$ cat config.mk
export PLATFORM = sky130hd
export DESIGN_NAME = tia_prep
export DESIGN_NICKNAME = d
export VERILOG_FILES = /design/src/tia_pkg.sv /design/src/tia_prep.sv
export SDC_FILE = /design/constraint.sdc
export NUM_CORES = 1
export LEC_CHECK = 0
export BUFFER_PORTS_ARGS = -buffer_cell sky130_fd_sc_hd__buf_2
export CORE_AREA = 3 3 283 285
export DETAILED_ROUTE_END_ITERATION = 12
export DIE_AREA = 0 0 286 288
export RECOVER_POWER = 50
export SLEW_MARGIN = 15
export SYNTH_ARGS = -nofsm -noshare
export SYNTH_HDL_FRONTEND = slang
export SYNTH_SLANG_ARGS = --single-unit
$ cat constraint.sdc
create_clock -name clk_i -period 0.8 [get_ports clk_i]
set_input_delay 0.08 -clock clk_i [delete_from_list [all_inputs] [get_ports clk_i]]
set_output_delay 0.08 -clock clk_i [all_outputs]
set_load 0.005 [all_outputs]
$ cat src/tia_pkg.sv
// Shared types, opcodes and width helpers for the typed integer ALU.
// No dependencies.
`default_nettype none
package tia_pkg;

  localparam int unsigned DataW    = 64;
  localparam int unsigned ModeW    = 6;
  localparam int unsigned WcW      = 2;
  localparam int unsigned FieldW   = 5;   // counts, offsets and shifts use 5 bits
  localparam int unsigned DivSteps = DataW;

  typedef enum logic [ModeW-1:0] {
    OpAnd    = 6'd0,  OpOr     = 6'd1,  OpXor   = 6'd2,  OpNot   = 6'd3,
    OpIns    = 6'd4,  OpUExt   = 6'd5,  OpSExt  = 6'd6,  OpShl   = 6'd7,
    OpAshr   = 6'd8,  OpLshr   = 6'd9,  OpAdd   = 6'd10, OpSub   = 6'd11,
    OpAbs    = 6'd12, OpNeg    = 6'd13, OpMul   = 6'd14, OpUdiv  = 6'd15,
    OpUmod   = 6'd16, OpSmin   = 6'd17, OpSmax  = 6'd18, OpSclamp = 6'd19,
    OpUmin   = 6'd20, OpUmax   = 6'd21, OpUclamp = 6'd22, OpEq   = 6'd23,
    OpNe     = 6'd24, OpSlt    = 6'd25, OpSle   = 6'd26, OpSgt   = 6'd27,
    OpSge    = 6'd28, OpUlt    = 6'd29, OpUle   = 6'd30, OpUgt   = 6'd31,
    OpUge    = 6'd32, OpBand   = 6'd33, OpBor   = 6'd34, OpBeq   = 6'd35,
    OpBne    = 6'd36, OpBnot   = 6'd37
  } op_e;

  typedef enum logic [WcW-1:0] {
    W8 = 2'd0, W16 = 2'd1, W32 = 2'd2, W64 = 2'd3
  } wc_e;

  // opcode and width as carried through the front stages
  typedef struct packed {
    op_e op;
    wc_e wc;
  } ctl_t;

  // what the divider stages need to pick the final result
  typedef struct packed {
    logic is_div;
    logic is_mod;
    wc_e  wc;
  } div_ctl_t;

  function automatic logic [DataW-1:0] wmask(wc_e wc);
    logic [DataW-1:0] m;
    unique case (wc)
      W8:      m = {{(DataW-8){1'b0}}, {8{1'b1}}};
      W16:     m = {{(DataW-16){1'b0}}, {16{1'b1}}};
      W32:     m = {{(DataW-32){1'b0}}, {32{1'b1}}};
      default: m = {DataW{1'b1}};
    endcase
    return m;
  endfunction

  function automatic logic [DataW-1:0] sext(logic [DataW-1:0] x, wc_e wc);
    logic [DataW-1:0] s;
    unique case (wc)
      W8:      s = {{(DataW-8){x[7]}}, x[7:0]};
      W16:     s = {{(DataW-16){x[15]}}, x[15:0]};
      W32:     s = {{(DataW-32){x[31]}}, x[31:0]};
      default: s = x;
    endcase
    return s;
  endfunction

endpackage
`default_nettype wire

$ cat src/tia_prep.sv
// Input stage: registers operands masked and sign-extended to the width.
// Depends on tia_pkg.
`default_nettype none
module tia_prep (
  input  logic                     clk_i,
  input  logic                     rst_ni,
  input  logic                     en_i,
  input  logic                     valid_i,
  input  logic [5:0]               mode_i,
  input  logic [1:0]               width_code_i,
  input  logic [63:0]              a_i,
  input  logic [63:0]              b_i,
  input  logic [63:0]              c_i,
  input  logic [63:0]              d_i,
  output logic                     valid_o,
  output tia_pkg::ctl_t            ctl_o,
  output logic [63:0]              ua_o,
  output logic [63:0]              ub_o,
  output logic [63:0]              uc_o,
  output logic [63:0]              ud_o,
  output logic [63:0]              sa_o,
  output logic [63:0]              sb_o,
  output logic [63:0]              sc_o
);
  import tia_pkg::*;

  logic             v_q;
  ctl_t             ctl_q;
  logic [DataW-1:0] ua_q, ub_q, uc_q, ud_q, sa_q, sb_q, sc_q;
  wc_e              wc;
  logic [DataW-1:0] m;

  assign wc = wc_e'(width_code_i);
  assign m  = wmask(wc);

  always_ff @(posedge clk_i or negedge rst_ni) begin
    if (!rst_ni) begin
      v_q <= 1'b0;
    end else if (en_i) begin
      v_q <= valid_i;
    end
  end

  always_ff @(posedge clk_i) begin
    if (en_i) begin
      ctl_q.op <= op_e'(mode_i);
      ctl_q.wc <= wc;
      ua_q     <= a_i & m;
      ub_q     <= b_i & m;
      uc_q     <= c_i & m;
      ud_q     <= d_i & m;
      sa_q     <= sext(a_i, wc);
      sb_q     <= sext(b_i, wc);
      sc_q     <= sext(c_i, wc);
    end
  end

  assign valid_o = v_q;
  assign ctl_o   = ctl_q;
  assign ua_o    = ua_q;
  assign ub_o    = ub_q;
  assign uc_o    = uc_q;
  assign ud_o    = ud_q;
  assign sa_o    = sa_q;
  assign sb_o    = sb_q;
  assign sc_o    = sc_q;

endmodule
`default_nettype wire

[Yosys cells after proc, flatten, opt, wreduce, memory -nomap -nowiden]
Cells that the tools add are included.
Storage, ports and cells
  register bits: 457
  output and inout port bits: 457
  logic and storage cells: 21
Operators by class
  eq/ne operators: 2
  multiplexer cells: 4
  bitwise operators: 4
  reductions and logical operators: 1
Operator list (count)
  $pmux W64 S3: 4
  $and A64 B64 Y64: 4
  $eq A2 B1 Y1 const B: 1
  $eq A2 B2 Y1 const B: 1
  $logic_not A2 Y1: 1

[Logic depth before layout (Yosys ltp)]
Gate-level depths: netlist of run 1.
  depth after elaboration: 3
  mapped depth: 5
  gate-level depth less buffers: 2

[Worst setup path before layout of run 1]
No wires, ideal clock.
  path type: input-to-reg
  start point: in width_code_i[0]
  end point: reg sb_q[31] (netlist: sb_o[31]), data pin
  arrival time: 0.868 ns
  path slack: -0.333 ns
  cell stages on the path: 5
  path buffers: 3
  cell sequence: buf_4 -> mux2i_1 -> buf_2 -> buf_4 -> mux2i_1
Between the ends
  word-level cells in the longest chain between the ends: 2
  elaborated cells on any way between the ends: 4
  classes of those cells: eq/ne (2); mux (1); reduce/logical (1)
Ends and longest elaborated chain
  from (decl): line tia_prep.sv:10  | input logic [1:0] width_code_i,
  $eq A2 B2 Y1, or another cell as far along: line tia_pkg.sv:55  | unique case (wc)
  $pmux W64 S3 *: line tia_pkg.sv:55
  to (signal assigned): line tia_prep.sv:53  | sb_q <= sext(b_i, wc);
  to (decl): line tia_prep.sv:29  | logic [DataW-1:0] ua_q, ub_q, uc_q, ud_q, sa_q, sb_q, sc_q;
Every way passes the cells marked *; elsewhere a longest branch is shown, timed or not.
A chain may end at the register's enable or synchronous reset.

[Worst setup path in the final report of run 1]
  start point: reg sa_q[38] (netlist: sa_o[38])
  end point: out sa_o[38]
RTL lines
  from (decl): line tia_prep.sv:29
  from (signal assigned): line tia_prep.sv:52  | sa_q <= sext(a_i, wc);
  to (decl): line tia_prep.sv:21  | output logic [63:0] sa_o,
No word-level cell between the ends.

==> results.sh, run 1 <==
export IMPL_drt_iter0_drc=614
export IMPL_cp_slowest_cell="edfxtp_1"
export IMPL_cts_max_level=2
export IMPL_synth_enable_flop_cells=432
export IMPL_clkTransAtPathRegs_ns=0.06
export IMPL_area_growth_pct=55.9
export IMPL_fin_ws_ns=-0.525
export IMPL_hold_viol=0
export IMPL_wl_per_cell_um=18.6
export IMPL_cts_num_sinks=433
export IMPL_worst_clock_skew_ns=0
export IMPL_critPathTopFamily="flip-flops"
export IMPL_ys_warn_count=0
export IMPL_clock_path_buffers=3
export IMPL_placement_io_buffers=724
export IMPL_fmax_mhz=755
export IMPL_muxShareOfSynthArea_pct=13.7
export IMPL_drive_above_1_share_pct=43.2
export IMPL_ys_seq_area_share_pct=72.7
export IMPL_start_util_pct=23.0
export IMPL_async_flop_share_pct=0.231
export IMPL_numCtsBuffers=49
export IMPL_hold_depth=2
export IMPL_clk_latency_ns=0.55
export IMPL_reg2reg_to="valid_o$_DFFE_PN0P_"
export IMPL_vias=13500
export IMPL_slowest_delay_ns=0.50
export IMPL_r2r_start="valid_o$_DFFE_PN0P_"
export IMPL_pwr_share_seq_pct=48.0
export IMPL_power_leakage_nw=12.6
export IMPL_cp_start_kind="register"
export IMPL_syn_avg_cell_area_um2=15.9
export IMPL_synthesis_instances=1123
export IMPL_place_inst=2902
export IMPL_ys_ff_latch=433
export IMPL_synth_xor_area_share_pct=0
export IMPL_ios=725
export IMPL_maxCapViolCount=0
export IMPL_cts_root_buf="clkbuf_16"
export IMPL_rsz0062_at_grt="true"
export IMPL_register_area_um2=13000
export IMPL_clock_power_share_pct=38.0
export IMPL_grt_use_total_pct=13.8
export IMPL_synth_nets=1391
export IMPL_gp_congestion=0.894
export IMPL_fin_nets=2445
export IMPL_final_antenna_net_count=0
export IMPL_die_w_um=286
export IMPL_p_int_mw=44.6
export IMPL_grt_pass1_wl_mm=86.7
export IMPL_drcViolationCount=0
export IMPL_critical_path_class="register to output port"
export IMPL_grt_max_degree=49
export IMPL_synthAdderAreaFrac_pct=0
export IMPL_critPathRequiredTime_ns=0.72
export IMPL_maxSlewHeadroom_pct=58.6
export IMPL_routed_wl_mm=60.5
export IMPL_worst_path_max_fanout=1
export IMPL_cp_data_arrival_time_ns=1.25
export IMPL_p_total_mw=58.2
export IMPL_violations="setup timing"
export IMPL_hold_path_startpoint="width_code_i[1]"
export IMPL_hp_class="primary input to register"
export IMPL_whs_endpoint="ua_o[16]$_DFFE_PP_"
export IMPL_die_y_um=288
export IMPL_viasPerCell=4.14
export IMPL_hold_ws_ns=0.0426
export IMPL_setup_violations=471
export IMPL_cts_hold_buffers=264
export IMPL_worst_path_buf_inv=1
export IMPL_cp_cell_sequence="buf_2"
export IMPL_grt_pass1_vias=14400
export IMPL_cts_tree="built"
export IMPL_switching_share_pct=23.5
export IMPL_fin_crit_ns=1.33
export IMPL_reg2reg_slack_ns=0.06
export IMPL_finalCritPeriodShare_pct=166
export IMPL_cp_end_kind="output port"
export IMPL_vdd_drop_max_uv=1280
export IMPL_coreArea_um2=77600
export IMPL_drtPass1Iterations=5
export IMPL_synth_distinct_cells=17
export IMPL_p_sw_mw=13.7
export IMPL_place_ws_ns=-0.656
export IMPL_synth_simple_area_share_pct=7.67
export IMPL_comb_power_share_pct=14.0
export IMPL_placed_area_um2=23700
export IMPL_status="finished, violations left"
export IMPL_dieArea_um2=82400
export IMPL_dp_hpwl_mm=44.3
export IMPL_layoutNonFillerInstCount=3256
export IMPL_postLayoutCellArea_um2=27900
export IMPL_reg2regPathDepth=1
export IMPL_synthFlopType="edfxtp_1"
export IMPL_overflow=0
export IMPL_post_cts_buffers=0
export IMPL_rows=102
export IMPL_grt_antenna_before_repair=7
export IMPL_drv_slew=0
export IMPL_multiInputGateArea_um2=4070
export IMPL_synth_top_family_by_area="multiplexers"
export IMPL_synth_compound_area_share_pct=0.672
export IMPL_num_fill_cells=7451
export IMPL_synthesis_area_um2=17900
export IMPL_powerDensity_nw_per_um2=2090
export IMPL_tightest_slew_ns=0.621
==> area by class of cell <==
cell class | count | share of cell area [%]
multi-input cells | 496 | 14.6
flip-flops and latches | 433 | 46.6
clock buffers | 58 | 4.52
clock inverters | 29 | 1.08
well taps | 1040 | 4.67
repair buffers | 1125 | 27.5
diodes | 3 | 0.0269
inverters | 72 | 0.970
==> stage by stage <==
stage	setup TNS (ns)	utilization, %
2_1_floorplan	-45.23	-
4_1_cts	-188.56	36.0
6_report	-162.58	35.9
5_1_grt	-194.84	35.9
3_5_place_dp	-185.33	30.5
3_3_place_gp	-176.72	30.5
==> registers in the layout, indices dropped and copies added (netlist names) <==
name	cells
ua_o	64
ub_o	64
sa_o	56
ud_o	64
sc_o	56
uc_o	64
sb_o	56
valid_o	1
ctl_o	8
==> Yosys cell counts (6+ instances only) <==
cell type  count  share of area (%)
inv_1         72                1.5
o21ai_0       24               0.67
nor2b_1        8               0.28
and2_1        64                2.2
buf_2         21               0.59
and3_1       128                4.5
nand2_1       24               0.50
clkbuf_1      55                1.2
buf_6          6               0.38
mux2i_1      243                 14
edfxtp_1     432                 73
buf_4         38                1.6
==> logic make-up (layout without fill, tap and decap cells) <==
family,count (synthesis),in the layout
flip-flops,433,433
multiplexers,244,244
AND/OR/NAND/NOR,228,228
buffers and inverters,194,1284
AO/OA/AOI/OAI,24,24
other,0,3
==> layout by cell type (no fill, tap or decap), types with 5 or more instances in the layout <==
| cell type | netlist | layout |
|---|---|---|
| buf_2 | 21 | 714 |
| edfxtp_1 | 432 | 432 |
| dlygate4sd3_1 | 0 | 262 |
| mux2i_1 | 243 | 238 |
| and3_1 | 128 | 128 |
| buf_4 | 38 | 87 |
| inv_1 | 72 | 72 |
| and2_1 | 64 | 64 |
| clkbuf_16 | 0 | 49 |
| buf_12 | 0 | 25 |
| o21ai_2 | 0 | 24 |
| nand2_1 | 24 | 24 |
| clkbuf_1 | 55 | 13 |
| clkbuf_2 | 0 | 12 |
| clkinv_1 | 0 | 11 |
| nor2b_1 | 8 | 8 |
| buf_6 | 6 | 8 |
| bufinv_16 | 0 | 6 |
| clkinv_2 | 0 | 6 |
| clkbuf_4 | 0 | 6 |
| buf_8 | 0 | 5 |
==> worst max-delay path by stage <==
| stage | from | to | slack [ns] | cells past startpoint |
|---|---|---|---|---|
| floorplan | width_code_i[0] | sb_o[31]$_DFFE_PP_ | -0.21 | 5 |
| global placement | width_code_i[0] | sa_o[41]$_DFFE_PP_ | -0.67 | 5 |
| detailed placement | width_code_i[0] | sa_o[42]$_DFFE_PP_ | -0.66 | 5 |
| CTS | sa_o[38]$_DFFE_PP_ | sa_o[38] | -0.58 | 1 |
| global route | sa_o[38]$_DFFE_PP_ | sa_o[38] | -0.56 | 1 |
| finish | sa_o[38]$_DFFE_PP_ | sa_o[38] | -0.53 | 1 |
==> what timing repair did <==
item / in CTS / in global routing
endpoints found under the hold margin: 431 / 8
cloned: 0 / 0
setup endpoints to repair: 459 / 460
gates resized for setup: 12 / 4
pin swaps: 0 / 1
==> power groups by stage <==
stage	logic [mW]	registers, mW	clock network, mW
final	8.16	27.9	22.1
after global placement	7.06	28.4	0
after detailed placement	7.18	28.4	0
after global routing	8.82	28.1	23.6
after floorplan	2.42	28.5	0
after CTS	8.28	28.0	22.8
==> per-layer routing <==
layer,wire [µm],GRT usage (%)
met5,14,0
met4,2140,5.42
met3,5160,4.44
met2,31300,25.0
met1,21900,14.8
(Power assumes the default switching activity.)
==> run 2, diff against run 1 <==
REMOVE_ABC_BUFFERS = 1   (was default)
==> run 2 against run 1 <==
Against the previous run: the flow still finishes with violations (setup timing); core utilization decreased by 0.62 points; maximum frequency rose by 2.8%; combinational power decreased by 4.4%; worst hold slack worse by 0.033 ns; critical path type unchanged; largest cell class unchanged; highest routed layer unchanged.
==> results.sh, run 2 (synthesized netlist as in run 1, its figures left out) <==
export IMPL_critPathRequiredTime_ns=0.72
export IMPL_dieArea_um2=82400
export IMPL_viasPerCell=4.14
export IMPL_p_int_mw=44.4
export IMPL_status="finished, violations left"
export IMPL_place_ws_ns=-0.561
export IMPL_drt_iter0_drc=560
export IMPL_wl_per_cell_um=18.0
export IMPL_cp_end_kind="output port"
export IMPL_drive_above_1_share_pct=41.0
export IMPL_worst_clock_skew_ns=0
export IMPL_critPathTopFamily="flip-flops"
export IMPL_powerDensity_nw_per_um2=2120
export IMPL_p_sw_mw=13.6
export IMPL_drtPass1Iterations=4
export IMPL_rows=102
export IMPL_r2r_start="valid_o$_DFFE_PN0P_"
export IMPL_hold_depth=3
export IMPL_overflow=0
export IMPL_cp_startpoint="uc_o[7]$_DFFE_PP_"
export IMPL_placed_area_um2=23200
export IMPL_pwr_share_seq_pct=48.0
export IMPL_cp_slowest_cell="edfxtp_1"
export IMPL_rsz0062_at_grt="true"
export IMPL_final_cell_mix="buf_2 (712), edfxtp_1 (432), dlygate4sd3_1 (268), mux2i_1 (240), and3_1 (128)"
export IMPL_cp_cell_sequence="buf_2"
export IMPL_gp_congestion=0.850
export IMPL_drv_slew=0
export IMPL_grt_pass1_wl_mm=83.9
export IMPL_comb_power_share_pct=13.4
export IMPL_coreArea_um2=77600
export IMPL_grt_pass1_vias=13800
export IMPL_power_leakage_nw=12.4
export IMPL_fin_ws_ns=-0.489
export IMPL_num_fill_cells=7511
export IMPL_fin_nets=2403
export IMPL_whs_endpoint="uc_o[14]$_DFFE_PP_"
export IMPL_reg2regPathDepth=3
export IMPL_drcViolationCount=0
export IMPL_area_growth_pct=53.2
export IMPL_final_antenna_net_count=0
export IMPL_vias=13300
export IMPL_critical_path_class="register to output port"
export IMPL_fmax_mhz=776
export IMPL_cts_root_buf="clkbuf_16"
export IMPL_cts_num_sinks=433
export IMPL_routed_wl_mm=57.9
export IMPL_cp_start_kind="register"
export IMPL_postLayoutCellArea_um2=27400
export IMPL_final_common_cell="buf_2"
export IMPL_fin_crit_ns=1.29
export IMPL_reg2reg_slack_ns=-0.21
export IMPL_final_core_util_pct=35.3
export IMPL_setup_violations=488
export IMPL_worst_path_buf_inv=1
export IMPL_violations="setup timing"
export IMPL_clock_path_buffers=3
export IMPL_switching_share_pct=23.5
export IMPL_reg2reg_to="valid_o$_DFFE_PN0P_"
export IMPL_maxSlewHeadroom_pct=60.4
export IMPL_numCtsBuffers=48
export IMPL_grt_max_degree=51
export IMPL_grt_use_total_pct=13.1
export IMPL_tightest_slew_ns=0.595
export IMPL_ios=725
export IMPL_dp_hpwl_mm=41.3
export IMPL_hp_class="primary input to register"
export IMPL_slowest_delay_ns=0.47
export IMPL_cts_tree="built"
export IMPL_clkTransAtPathRegs_ns=0.06
export IMPL_grt_antenna_before_repair=7
export IMPL_die_w_um=286
export IMPL_placement_io_buffers=724
export IMPL_die_y_um=288
export IMPL_vdd_drop_max_uv=1350
export IMPL_worst_path_max_fanout=2
export IMPL_hold_viol=0
export IMPL_cts_max_level=2
export IMPL_start_util_pct=23.0
export IMPL_clk_latency_ns=0.56
export IMPL_finalCritPeriodShare_pct=161
export IMPL_maxCapViolCount=0
export IMPL_cp_num_cells=1
export IMPL_clock_power_share_pct=38.5
export IMPL_p_total_mw=58.0
export IMPL_cp_data_arrival_time_ns=1.21
export IMPL_hold_ws_ns=0.00961
export IMPL_hold_path_startpoint="width_code_i[0]"
==> run 2: worst max path at each step <==
stage / endpoint
floorplan: sa_o[16]$_DFFE_PP_
global placement: sa_o[18]$_DFFE_PP_
detailed placement: sa_o[37]$_DFFE_PP_
CTS: ud_o[41]
global route: ud_o[41]
finish: sc_o[7]
==> run 2: stage by stage <==
step	setup TNS [ns]	std cells
after floorplan	-218.93	1001
after CTS	-189.36	3210
after detailed placement	-188.64	2855
after global routing	-196.72	3214
after global placement	-184.54	2855
final	-166.55	3216
==> run 2: cell type report <==
| cell class | count | area [µm²] | area share [%] |
|---|---|---|---|
| clock buffers | 58 | 1260 | 4.60 |
| diodes | 3 | 7.51 | 0.0274 |
| repair buffers | 1084 | 7270 | 26.5 |
| multi-input cells | 496 | 3980 | 14.5 |
| well taps | 1040 | 1300 | 4.75 |
| flip-flops and latches | 433 | 13000 | 47.5 |
| inverters | 72 | 270 | 0.987 |
| clock inverters | 30 | 310 | 1.13 |
==> run 2: repair_timing <==
action / in CTS / in global routing
setup endpoints to repair: 457 / 464
hold buffers: 266 / 3
buffers inserted: 1 / 2
gates resized for setup: 6 / 15
endpoints found under the hold margin: 433 / 7
==> run 2: metal layers <==
metal / GRT usage [%] / routed length [µm] / vias to the layer above
li1: - / - / 6135
met1: 15.0 / 21800 / 6512
met2: 23.5 / 29900 / 546
met3: 3.25 / 4130 / 126
met4: 5.21 / 2050 / 2
met5: 0 / 11 / -
==> run 2: power by group through the flow <==
stage	clock network (mW)	registers (mW)	logic (mW)
2_1_floorplan	0	28.5	1.39
4_1_cts	23.0	27.9	7.95
3_3_place_gp	0	28.3	6.73
5_1_grt	23.8	28.0	8.45
3_5_place_dp	0	28.3	6.85
6_report	22.3	27.9	7.80
==> run 3, diff against run 2 <==
CORE_AREA = 5 5 279 281   (was 3 3 283 285)
DIE_AREA = 0 0 284 286   (was 0 0 286 288)
clock period = 1.39 ns   (was 0.8 ns; I/O delays follow)
==> run 3 against run 2 <==
Against the previous run: the run now ends clean; via count decreased by 1.1%; highest routed layer unchanged; critical path type is now primary input to register; combinational power decreased by 44%; critical path depth grew 3; critical endpoint is now ua_o[47]$_DFFE_PP_; sequential share of layout area is 0.97 points higher; register-to-register slack improved by 0.84 ns; largest power group unchanged; final area decreased by 2.0%; clock skew stayed put; global-route usage is 0.097 points higher.
==> results.sh, run 3 (synthesized netlist as in run 1, its figures left out) <==
export IMPL_overflow=0
export IMPL_drive_above_1_share_pct=39.6
export IMPL_routed_wl_mm=57.4
export IMPL_fmax_mhz=736
export IMPL_met2_wirelength_mm=29.5
export IMPL_cp_slowest_cell="dlygate4sd3_1"
export IMPL_cp_end_kind="register"
export IMPL_worst_clock_skew_ns=0
export IMPL_whs_endpoint="ua_o[15]$_DFFE_PP_"
export IMPL_clock_path_buffers=3
export IMPL_layoutNonFillerInstCount=3123
export IMPL_drcViolationCount=0
export IMPL_ios=725
export IMPL_reg2regPathDepth=1
export IMPL_cts_resized=0
export IMPL_clk_latency_ns=0.55
export IMPL_setup_violations=0
export IMPL_wl_met1_mm=20.8
export IMPL_power_leakage_nw=12.1
export IMPL_critical_path_class="primary input to register"
export IMPL_maxSlewHeadroom_pct=39.9
export IMPL_post_cts_buffers=0
export IMPL_maxCapViolCount=0
export IMPL_die_w_um=284
export IMPL_drv_slew=0
export IMPL_coreArea_um2=75200
export IMPL_hold_ws_ns=0.0532
export IMPL_cts_root_buf="clkbuf_16"
export IMPL_vias=13200
export IMPL_start_util_pct=23.8
export IMPL_drtPass1Iterations=5
export IMPL_cp_data_arrival_time_ns=1.62
export IMPL_fin_crit_ns=1.36
export IMPL_placement_io_buffers=724
export IMPL_grt_use_total_pct=13.2
export IMPL_cp_start_kind="primary input"
export IMPL_final_antenna_net_count=0
export IMPL_wl_met3_mm=4.78
export IMPL_clkTransAtPathRegs_ns=0.06
export IMPL_area_growth_pct=50.1
export IMPL_dr_max_layer_used="met5"
export IMPL_dp_hpwl_mm=40.3
export IMPL_wl_per_cell_um=18.4
export IMPL_place_inst=2774
export IMPL_hold_depth=4
export IMPL_rsz0062_at_grt="true"
export IMPL_finalCritPeriodShare_pct=97.7
export IMPL_numCtsBuffers=47
export IMPL_slowest_delay_ns=0.58
export IMPL_drt_iter0_drc=659
export IMPL_cts_max_level=2
export IMPL_viasPerCell=4.22
export IMPL_cts_tree="built"
export IMPL_fin_nets=2374
export IMPL_tightest_slew_ns=0.901
export IMPL_dieArea_um2=81200
export IMPL_status="finished clean"
export IMPL_hold_path_startpoint="a_i[15]"
export IMPL_final_core_util_pct=35.7
export IMPL_final_common_cell="buf_2"
export IMPL_reg2reg_slack_ns=0.63
export IMPL_cp_cell_sequence="dlygate4sd3_1 > buf_8 > buf_6 > buf_12"
export IMPL_gp_congestion=0.811
export IMPL_grt_antenna_before_repair=10
export IMPL_grt_max_degree=62
export IMPL_reg2reg_to="valid_o$_DFFE_PN0P_"
export IMPL_rows=101
export IMPL_r2r_start="valid_o$_DFFE_PN0P_"
export IMPL_die_y_um=286
export IMPL_worst_path_max_fanout=46
export IMPL_hold_viol=0
export IMPL_grt_pass1_vias=14300
export IMPL_vdd_drop_max_uv=794
export IMPL_powerDensity_nw_per_um2=1220
export IMPL_critPathRequiredTime_ns=1.65
export IMPL_final_cell_mix="buf_2 (715), edfxtp_1 (432), dlygate4sd3_1 (261), mux2i_1 (241), and3_1 (128)"
export IMPL_cts_num_sinks=433
export IMPL_grt_pass1_wl_mm=85.3
export IMPL_hp_class="primary input to register"
[run 3: cell types whose count changed in the layout (fill, tap and decap cells not counted), sizes merged]
cell         change
buf             -42
clkbuf          +18
dlygate4sd3      -7
clkinv           +3
inv              -3
bufinv           -1
diode            +1
[run 3: worst max-delay path: cells and delay by family]
family,cells,cell delay [ns]
buffers and inverters,4,1.35
[run 3: layout make-up]
| class | count | area [µm²] |
|---|---|---|
| timing repair buffer | 1056 | 6870 |
| fill | 7215 | 48400 |
| sequential | 433 | 13000 |
| clock buffer | 55 | 1230 |
| clock inverter | 29 | 284 |
| inverter | 72 | 270 |
| multi-input combinational | 496 | 3960 |
| antenna | 4 | 10.0 |
| tap | 978 | 1220 |
[run 3: how the worst max path moves through the flow]
stage                  startpoint                 end  slack (ns)  cells past startpoint
2_1_floorplan     width_code_i[0]  sa_o[16]$_DFFE_PP_       -0.99                      2
4_1_cts        uc_o[11]$_DFFE_PP_            uc_o[11]       -0.02                      1
5_1_grt        uc_o[11]$_DFFE_PP_            uc_o[11]      -0.002                      1
6_report                     en_i  ua_o[47]$_DFFE_PP_        0.03                      4
3_3_place_gp      width_code_i[0]  sa_o[48]$_DFFE_PP_       -0.09                      5
3_5_place_dp      width_code_i[0]  sa_o[58]$_DFFE_PP_       -0.11                      5
[run 3: stage by stage]
step	TNS, ns	cell area, µm²	worst slack, ns	power (mW)
final	0	26800	0.0315	32.8
after CTS	-0.0166	27100	-0.0166	33.3
after global placement	-0.946	23000	-0.0859	20.1
after detailed placement	-3.05	23000	-0.108	20.1
after floorplan	-142.12	17200	-0.987	17.2
after global routing	-0.00155	26800	-0.00155	34.1
[run 3: timing repair]
item / 4_1_cts / 5_1_grt
setup endpoints to repair: 1 / 1
endpoints found under the hold margin: 419 / 0
hold buffers: 261 / 0
[run 3: routing by layer]
layer	global-route usage (%)	up-vias
li1	-	6051
met4	5.49	6
met2	23.6	566
met5	0	-
met1	14.4	6402
met3	4.52	143
[run 3: report_power, final]
group | internal, mW | switching (mW) | total (mW)
registers | 15.7 | 0.341 | 16.0
logic | 2.15 | 2.19 | 4.34
clock network | 7.23 | 5.19 | 12.4
